$ cat config.mk
export PLATFORM = sky130hd
export DESIGN_NAME = ultrasonic_tank_level_ranger_flat
export DESIGN_NICKNAME = d
export VERILOG_FILES = /design/src/design/utlr_pkg.sv /design/src/design/utlr_if.sv /design/src/design/utlr_level_calc.sv /design/src/design/ultrasonic_tank_level_ranger.sv /design/src/flat_wrapper.sv
export SDC_FILE = /design/constraint.sdc
export NUM_CORES = 1
export LEC_CHECK = 0
export ABC_CLOCK_PERIOD_IN_PS = 23100
export BUFFER_PORTS_ARGS = -buffer_cell sky130_fd_sc_hd__buf_4
export CAP_MARGIN = 10
export CORE_ASPECT_RATIO = 0.6
export CORE_MARGIN = 2
export CORE_UTILIZATION = 60
export DETAILED_ROUTE_END_ITERATION = 16
export MAX_ROUTING_LAYER = met4
export PLACE_DENSITY = 0.9
export RECOVER_POWER = 100
export SYNTH_ARGS = -nofsm -noshare
export SYNTH_HDL_FRONTEND = slang
export SYNTH_SLANG_ARGS = --single-unit
$ cat constraint.sdc
create_clock -name clk -period 23.1 [get_ports clk]
set_input_delay 4.62 -clock clk [delete_from_list [all_inputs] [get_ports clk]]
set_output_delay 4.62 -clock clk [all_outputs]
set_load 0.01 [all_outputs]
$ cat src/design/utlr_pkg.sv
// ----------------------------------------------------------------------------
// utlr_pkg: shared types and constants for the tank level ranger
// Sequencer phases, trigger timing and the per-tick result type.
// ----------------------------------------------------------------------------
package utlr_pkg;

  localparam int unsigned CntW = 17;

  // trigger low lead-in (start tick included) and trigger pulse length
  localparam logic [CntW-1:0] PreLowTicks   = 17'd2;
  localparam logic [CntW-1:0] TrigHighTicks = 17'd20;

  localparam logic [15:0] TankHeightRst  = 16'd1600;
  localparam logic [15:0] EchoTimeoutRst = 16'd40000;

  // register indexes, taken from paddr[2]
  localparam logic RegTankHeight  = 1'b0;
  localparam logic RegEchoTimeout = 1'b1;

  typedef enum logic [2:0] {
    PH_IDLE      = 3'd0,
    PH_PRE_LOW   = 3'd1,
    PH_TRIG_HIGH = 3'd2,
    PH_WAIT_RISE = 3'd3,
    PH_MEASURE   = 3'd4
  } phase_t;

  // one tick's result as it leaves the sequencer
  typedef struct packed {
    logic        trig_level;
    logic        busy_res;
    logic        done_res;
    logic        status;
    logic        calc;        // success: level needs computing
    logic [15:0] echo_width;
  } tick_res_t;

endpackage

$ cat src/design/utlr_if.sv
// ----------------------------------------------------------------------------
// utlr_if: valid/ready channels of the tank level ranger
// Input tick channel and result channel, each with source and sink views.
// ----------------------------------------------------------------------------
interface utlr_in_if;
  logic valid;
  logic ready;
  logic start_req;
  logic echo_level;

  modport source (output valid, output start_req, output echo_level, input ready);
  modport sink   (input valid, input start_req, input echo_level, output ready);
endinterface

interface utlr_out_if;
  logic        valid;
  logic        ready;
  logic        trig_level;
  logic        busy_res;
  logic        done_res;
  logic        status;
  logic [15:0] water_level;

  modport source (output valid, output trig_level, output busy_res, output done_res,
                  output status, output water_level, input ready);
  modport sink   (input valid, input trig_level, input busy_res, input done_res,
                  input status, input water_level, output ready);
endinterface

$ cat src/design/utlr_level_calc.sv
// ----------------------------------------------------------------------------
// utlr_level_calc: echo width to clamped water level
// Distance = floor(width * 2^FRAC_BITS / CM_DIVISOR) by reciprocal multiply,
// then level = tank height minus distance, clamped at zero (zero when calc is low).
// ----------------------------------------------------------------------------
module utlr_level_calc #(
  parameter int FRAC_BITS  = 4,
  parameter int CM_DIVISOR = 58
) (
  input  logic        calc,
  input  logic [15:0] echo_width,
  input  logic [15:0] tank_height,
  output logic [15:0] water_level
);
  import utlr_pkg::*;

  localparam int XW = 16 + FRAC_BITS;  // scaled width
  localparam int SH = XW + 8;          // exact for x < 2^XW, divisor < 2^8
  localparam int MW = SH + 1;
  localparam int PW = XW + MW;
  localparam longint RecipL = ((64'd1 << SH) + CM_DIVISOR - 1) / CM_DIVISOR;
  localparam logic [MW-1:0] Recip = MW'(RecipL);

  logic [XW-1:0] scaled;
  logic [PW-1:0] prod;
  logic [XW-1:0] distance;

  assign scaled   = XW'(echo_width) << FRAC_BITS;
  assign prod     = PW'(scaled) * PW'(Recip);
  assign distance = prod[SH+XW-1:SH];

  always_comb begin
    if (!calc || distance >= XW'(tank_height)) begin
      water_level = 16'd0;
    end else begin
      water_level = tank_height - distance[15:0];
    end
  end

endmodule

$ cat src/design/ultrasonic_tank_level_ranger.sv
// ----------------------------------------------------------------------------
// ultrasonic_tank_level_ranger: echo ranging sequencer with level output
// Drives the trigger, times the echo and reports the clamped water level.
// ----------------------------------------------------------------------------
// Usage:
//   in_chan carries one transaction per microsecond tick: start_req and the
//   sampled echo pin level. Each input transaction yields exactly one result
//   transaction on out_chan (trigger level, busy, done, status, water level).
//   Registers (APB, byte address 4*i): tank_height at 0, echo_timeout_ticks
//   at 4. Write them only while the block is idle and drained.
//   Throughput: one transaction per cycle while out_chan is not stalled. The
//   accepting edge updates the sequencer and loads the middle stage; the reciprocal
//   multiply and clamp then feed the output register, which presents the result.
//   Reset clears the sequencer to idle, empties both stages and loads the
//   register defaults (1600, 40000).
//   When out_chan stalls, the output register holds; in_chan keeps taking
//   transactions until the middle stage also fills, then ready drops.
// ----------------------------------------------------------------------------
module ultrasonic_tank_level_ranger #(
  parameter int FRAC_BITS  = 4,
  parameter int CM_DIVISOR = 58
) (
  input  logic                clk,
  input  logic                rst_n,
  utlr_in_if.sink             in_chan,
  utlr_out_if.source          out_chan,
  input  logic                psel,
  input  logic                penable,
  input  logic                pwrite,
  input  logic [2:0]          paddr,
  input  logic [31:0]         pwdata,
  output logic [31:0]         prdata,
  output logic                pready
);
  import utlr_pkg::*;

  logic [15:0]     tank_height_r;
  logic [15:0]     echo_timeout_r;
  phase_t          phase_r, phase_nxt;
  logic [CntW-1:0] tick_r, tick_nxt;
  logic [CntW-1:0] tick_inc;
  logic            over_inc;
  logic            over_one;
  tick_res_t       res_nxt;
  tick_res_t       s1_r;
  logic            s1_valid_r;
  logic            out_valid_r;
  logic            out_move;
  logic            in_accept;
  logic [15:0]     level;

  // ---------------- configuration ----------------
  assign pready = 1'b1;

  always_ff @(posedge clk) begin
    if (!rst_n) begin
      tank_height_r  <= TankHeightRst;
      echo_timeout_r <= EchoTimeoutRst;
    end else if (psel && penable && pwrite) begin
      unique case (paddr[2])
        RegTankHeight:  tank_height_r  <= pwdata[15:0];
        RegEchoTimeout: echo_timeout_r <= pwdata[15:0];
        default: ;
      endcase
    end
  end

  always_comb begin
    unique case (paddr[2])
      RegTankHeight:  prdata = {16'd0, tank_height_r};
      RegEchoTimeout: prdata = {16'd0, echo_timeout_r};
      default:        prdata = 32'd0;
    endcase
  end

  // ---------------- handshake ----------------
  assign out_move      = !out_valid_r || out_chan.ready;
  assign in_chan.ready = !s1_valid_r || out_move;
  assign in_accept     = in_chan.valid && in_chan.ready;

  // ---------------- sequencer ----------------
  assign tick_inc = tick_r + 17'd1;
  assign over_inc = tick_inc > {1'b0, echo_timeout_r};
  assign over_one = (echo_timeout_r == 16'd0);  // a count of one already times out

  always_comb begin
    phase_nxt = phase_r;
    tick_nxt  = tick_r;
    unique case (phase_r)
      PH_IDLE: begin
        if (in_chan.start_req) begin
          phase_nxt = PH_PRE_LOW;
          tick_nxt  = 17'd1;
        end
      end
      PH_PRE_LOW: begin
        tick_nxt = tick_inc;
        if (tick_inc >= PreLowTicks) begin
          phase_nxt = PH_TRIG_HIGH;
          tick_nxt  = '0;
        end
      end
      PH_TRIG_HIGH: begin
        tick_nxt = tick_inc;
        if (tick_inc >= TrigHighTicks) begin
          phase_nxt = PH_WAIT_RISE;
          tick_nxt  = '0;
        end
      end
      PH_WAIT_RISE: begin
        if (in_chan.echo_level) begin
          tick_nxt  = 17'd1;
          phase_nxt = over_one ? PH_IDLE : PH_MEASURE;
        end else begin
          tick_nxt = tick_inc;
          if (over_inc) phase_nxt = PH_IDLE;
        end
      end
      PH_MEASURE: begin
        if (in_chan.echo_level) begin
          tick_nxt = tick_inc;
          if (over_inc) phase_nxt = PH_IDLE;
        end else begin
          phase_nxt = PH_IDLE;
        end
      end
      default: begin
        phase_nxt = PH_IDLE;
        tick_nxt  = '0;
      end
    endcase
  end

  always_comb begin
    res_nxt            = '0;
    res_nxt.busy_res   = 1'b1;
    res_nxt.echo_width = tick_r[15:0];  // at most the timeout on success
    unique case (phase_r)
      PH_IDLE:      res_nxt.busy_res = in_chan.start_req;
      PH_PRE_LOW:   ;
      PH_TRIG_HIGH: res_nxt.trig_level = 1'b1;
      PH_WAIT_RISE: begin
        if ((in_chan.echo_level && over_one) || (!in_chan.echo_level && over_inc)) begin
          res_nxt.busy_res = 1'b0;
          res_nxt.done_res = 1'b1;
          res_nxt.status   = 1'b1;
        end
      end
      PH_MEASURE: begin
        if (in_chan.echo_level) begin
          if (over_inc) begin
            res_nxt.busy_res = 1'b0;
            res_nxt.done_res = 1'b1;
            res_nxt.status   = 1'b1;
          end
        end else begin
          res_nxt.busy_res = 1'b0;
          res_nxt.done_res = 1'b1;
          res_nxt.calc     = 1'b1;
        end
      end
      default:      res_nxt.busy_res = 1'b0;
    endcase
  end

  always_ff @(posedge clk) begin
    if (!rst_n) begin
      phase_r <= PH_IDLE;
      tick_r  <= '0;
    end else if (in_accept) begin
      phase_r <= phase_nxt;
      tick_r  <= tick_nxt;
    end
  end

  // ---------------- middle stage ----------------
  always_ff @(posedge clk) begin
    if (!rst_n) begin
      s1_valid_r <= 1'b0;
    end else if (in_chan.ready) begin
      s1_valid_r <= in_chan.valid;
    end
  end

  always_ff @(posedge clk) begin
    if (in_accept) s1_r <= res_nxt;
  end

  utlr_level_calc #(
    .FRAC_BITS  (FRAC_BITS),
    .CM_DIVISOR (CM_DIVISOR)
  ) u_level_calc (
    .calc        (s1_r.calc),
    .echo_width  (s1_r.echo_width),
    .tank_height (tank_height_r),
    .water_level (level)
  );

  // ---------------- output register ----------------
  always_ff @(posedge clk) begin
    if (!rst_n) begin
      out_valid_r <= 1'b0;
    end else if (out_move) begin
      out_valid_r <= s1_valid_r;
    end
  end

  always_ff @(posedge clk) begin
    if (out_move && s1_valid_r) begin
      out_chan.trig_level  <= s1_r.trig_level;
      out_chan.busy_res    <= s1_r.busy_res;
      out_chan.done_res    <= s1_r.done_res;
      out_chan.status      <= s1_r.status;
      out_chan.water_level <= level;
    end
  end

  assign out_chan.valid = out_valid_r;

endmodule
$ cat src/flat_wrapper.sv
// flat-port wrapper written by rule: the top's interface ports become plain ports
module ultrasonic_tank_level_ranger_flat import utlr_pkg::*;
#(
  parameter int FRAC_BITS  = 4,
  parameter int CM_DIVISOR = 58
)
  (clk, rst_n, psel, penable, pwrite, paddr, pwdata, prdata, pready, in_chan_valid, in_chan_start_req, in_chan_echo_level, in_chan_ready, out_chan_valid, out_chan_trig_level, out_chan_busy_res, out_chan_done_res, out_chan_status, out_chan_water_level, out_chan_ready);
  utlr_in_if in_chan_i ();
  utlr_out_if out_chan_i ();
  input  logic clk;
  input  logic rst_n;
  input  logic psel;
  input  logic penable;
  input  logic pwrite;
  input  logic [2:0] paddr;
  input  logic [31:0] pwdata;
  output logic [31:0] prdata;
  output logic pready;
  input wire logic [$bits(in_chan_i.valid)-1:0] in_chan_valid;
  input wire logic [$bits(in_chan_i.start_req)-1:0] in_chan_start_req;
  input wire logic [$bits(in_chan_i.echo_level)-1:0] in_chan_echo_level;
  output wire logic [$bits(in_chan_i.ready)-1:0] in_chan_ready;
  output wire logic [$bits(out_chan_i.valid)-1:0] out_chan_valid;
  output wire logic [$bits(out_chan_i.trig_level)-1:0] out_chan_trig_level;
  output wire logic [$bits(out_chan_i.busy_res)-1:0] out_chan_busy_res;
  output wire logic [$bits(out_chan_i.done_res)-1:0] out_chan_done_res;
  output wire logic [$bits(out_chan_i.status)-1:0] out_chan_status;
  output wire logic [$bits(out_chan_i.water_level)-1:0] out_chan_water_level;
  input wire logic [$bits(out_chan_i.ready)-1:0] out_chan_ready;
  assign in_chan_i.valid = in_chan_valid;
  assign in_chan_i.start_req = in_chan_start_req;
  assign in_chan_i.echo_level = in_chan_echo_level;
  assign in_chan_ready = in_chan_i.ready;
  assign out_chan_valid = out_chan_i.valid;
  assign out_chan_trig_level = out_chan_i.trig_level;
  assign out_chan_busy_res = out_chan_i.busy_res;
  assign out_chan_done_res = out_chan_i.done_res;
  assign out_chan_status = out_chan_i.status;
  assign out_chan_water_level = out_chan_i.water_level;
  assign out_chan_i.ready = out_chan_ready;
  ultrasonic_tank_level_ranger #(.FRAC_BITS(FRAC_BITS), .CM_DIVISOR(CM_DIVISOR)) u_core (.clk(clk), .rst_n(rst_n), .in_chan(in_chan_i), .out_chan(out_chan_i), .psel(psel), .penable(penable), .pwrite(pwrite), .paddr(paddr), .pwdata(pwdata), .prdata(prdata), .pready(pready));
endmodule
==> impl_results.md <==
* Pwr dens at 103.4 nW/um2
* CP max FO at 20
* RePlAce Congestion at 1.018
* Final Slew Violations at 38
* # H-tree levels at 3
* Peak supply drop at 0.07564 mV
* Final hold viol count at 0
* Critical path class: input port to primary output
* Final Skew at 0.006862 ns
* Reg2reg start: u_core.s1_r[1]
* Top-count cell post-synth: inv_1
* Number of diodes at 0
* Setup bufs post-CTS at 0
* Clk_lat worst skew at 0.36 ns
* Top Ports at 99
* Endpoints failing setup at 0
* Setup TNS Final at 0 ns
* Asr flop ratio synth at 0
* Placed instance area at 12030 um2
* Crit path required time at 18.48 ns
* Core area at 18840 um2
* Hold path start: u_core.s1_r[20]
* Hold_buf cts at 0
* CTS tree: done
* Worst hold path type: flop to flop
* Worst path cell trace: clkbuf_1 > mux2_1 > buf_4
* Number of buffers created by CTS at 9
* Max Cap Viol at 2
* TritonRoute pass-1 iters at 6
* Worst-Margin Slew at 2.231 ns
* Run status: complete, but fails checks
* R2r setup slk at 13.04 ns
* Vias post-DR at 8928
* Flops & latches, synth at 95
* Area share of the largest cell type after synthesis at 0.2067
* Crit-path max cell delay at 0.71 ns
* Post-synth top cells: inv_1 (238), ha_1 (186), fa_1 (118)
* Initial DRC count at 852
* Slowest CP cell: clkbuf_1
* Final cell utilization of the core at 0.6449
* GRT Total Usage at 0.3141
* Post-route cell area at 12150 um2
* Largest delay contributor family on the critical path: buffers and inverters
* Share of layout cells above drive strength 1 at 0.05818
* Detailed-route DRC error count at 0
* P_leak at 0.005965 uW
* Post-route ant nets at 0
* Largest cells by area after synthesis: fa_1 (21%), ha_1 (20%), edfxtp_1 (11%)
* Post-Syn Instances at 1220
* Largest net degree at the start of global routing at 38
* Synth cell types at 68
* Slew margin rel. at -0.5068
* Area grow syn2layout at 6.272%
* RSZ-0062 raised after global routing: false
* Antenna violations before repair at 0
* Worst reg2reg path endpoint: u_core.out_chan.water_level[4]
* Minimum clock period at 10.53 ns
* Register area share after synthesis at 0.2023
* FMAX at 94.99 MHz
* FP Rows at 39
* Post-synth EDFFs at 41
* Vias per cell at 5.881
* IO Port Bufs at 63
* Hold path depth at 0
* CTS max path bufs at 2
* CTS resizes at 0
* Die Ht at 110.9 um
* Clk pin slew, worst setup/hold paths at 0.07 ns
* Vias in the first global route at 8940
* Wire per inst at 19.53 um
* Layout Nets at 1615
* Crit end category: primary output
* DIE AREA at 20210 um2
* Synth area leader: fa_1
* Ys Warns at 0
* Die width at 182.2 um
* Detailed Place HPWL at 24080 um
* Final cycle utilization of the critical path at 0.4557
* Cell chosen for the clock root: clkbuf_16
* Initial Utilization at 0.6069
* Worst r2r path cells at 29
* Worst Path Arrival at 5.91 ns
* Hold endpoint: u_core.out_chan.trig_level
* First-pass GRT wire length at 47450 um
* Ys flop type: dfxtp_1
* Syn avg cell area at 9.370 um2
* Worst path bufs/invs at 2
* Violated checks: max-capacitance violations, max-slew violations
* Critical Path Source Type: input port
* Syn Std Cell Area at 11430 um2
* Clock sinks at 95
* Routed WL at 29650 um
* Total global routing overflow at 0
power breakdown:
| part | switching, uW | total, uW | internal (uW) |
|---|---|---|---|
| sequential | 10.2 | 195 | 185 |
| clock | 73.4 | 150 | 76.6 |
| combinational | 538 | 911 | 373 |
worst max-delay path by stage:
stage / startpoint / end / slack (ns) / cells past startpoint
floorplan: paddr[2] / prdata[10] / 12.81 / 3
global placement: paddr[2] / prdata[1] / 13.11 / 3
detailed placement: paddr[2] / prdata[2] / 13.09 / 3
CTS: paddr[2] / prdata[2] / 13.09 / 3
global route: u_core.s1_r[1] / u_core.out_chan.water_level[3] / 12.39 / 29
finish: paddr[2] / prdata[4] / 12.57 / 3
registers in the layout, summed over array words and instances, names as in the netlist, 3 cells and up:
signal                       flops
u_core.tank_height_r            16
u_core.out_chan.water_level     16
u_core.echo_timeout_r           16
u_core.phase_r                   3
u_core.s1_r                     21
u_core.tick_r                   17
worst reg2reg max path: cells and delay by family, from the launching register on:
kind	cells	cell delay [ns]
buffers and inverters	5	0.32
AND/OR/NAND/NOR	3	0.41
adder cells (fa/ha/maj)	9	4.07
AO/OA/AOI/OAI	11	4.06
flip-flops	1	0.57
XOR/XNOR	1	0.29
final cells by class:
type | count | area (um2)
Timing Repair Buffer | 64 | 330.3
Clock inverter | 7 | 78.83
Multi-Input combinational cell | 858 | 7996
Inverter | 239 | 897.1
Fill cell | 1511 | 6688
Sequential cell | 95 | 2312
Tap cell | 246 | 307.8
Clock buffer | 9 | 225.2
layer usage:
layer / global-route usage / part of all wire / up-vias
met1: 0.4450 / 0.45 / 4301
met5: - / 0 / -
met4: 0.04892 / 0.015 / 0
met3: 0.1202 / 0.13 / 55
li1: - / - / 4117
met2: 0.4349 / 0.41 / 455
through the flow:
stage | hold WS, ns | setup slack [ns] | power [uW] | cells
after floorplan | 0.4003 | 12.81 | 868.5 | 1235
after global placement | 0.4299 | 13.11 | 1037 | 1502
after detailed placement | 0.4099 | 13.09 | 1076 | 1502
after CTS | 0.4496 | 13.09 | 1245 | 1518
after global routing | 0.4651 | 12.39 | 1378 | 1518
final | 0.4435 | 12.57 | 1256 | 1518
placed cells by master (no fill, tap or decap), types with 6 or more instances in the layout:
| cell | netlist | layout |
|---|---|---|
| edfxtp_1 | 41 | 41 |
| a211oi_1 | 7 | 8 |
| nor4_1 | 8 | 8 |
| ha_1 | 186 | 186 |
| nand2_1 | 104 | 104 |
| mux2_2 | 15 | 13 |
| xor2_1 | 17 | 17 |
| nand4_1 | 15 | 15 |
| o21bai_1 | 10 | 10 |
| clkbuf_1 | 13 | 40 |
| nor3_1 | 12 | 12 |
| a21o_1 | 21 | 21 |
| conb_1 | 2 | 17 |
| or2_2 | 8 | 8 |
| nor2_1 | 57 | 57 |
| o21a_1 | 6 | 6 |
| o211ai_1 | 11 | 11 |
| xnor2_1 | 32 | 32 |
| clkbuf_16 | 0 | 9 |
| a21oi_1 | 80 | 81 |
| nor2b_1 | 6 | 6 |
| inv_1 | 238 | 239 |
| nand2b_1 | 6 | 6 |
| dfxtp_1 | 54 | 54 |
| nand3_1 | 17 | 17 |
| buf_4 | 18 | 23 |
| fa_1 | 118 | 118 |
| o21ai_0 | 29 | 33 |
kinds of logic after synthesis:
kind of cell / share of synthesized area
AOI/OAI and AO/OA: 0.1208
xor gates and xnor gates: 0.03754
adders and majority gates: 0.4102
buffers and inverters: 0.1000
DFF: 0.2023
muxes: 0.01565
other: 0.0006570
and+or+nand+nor: 0.1127
(Power assumes the default switching activity.)
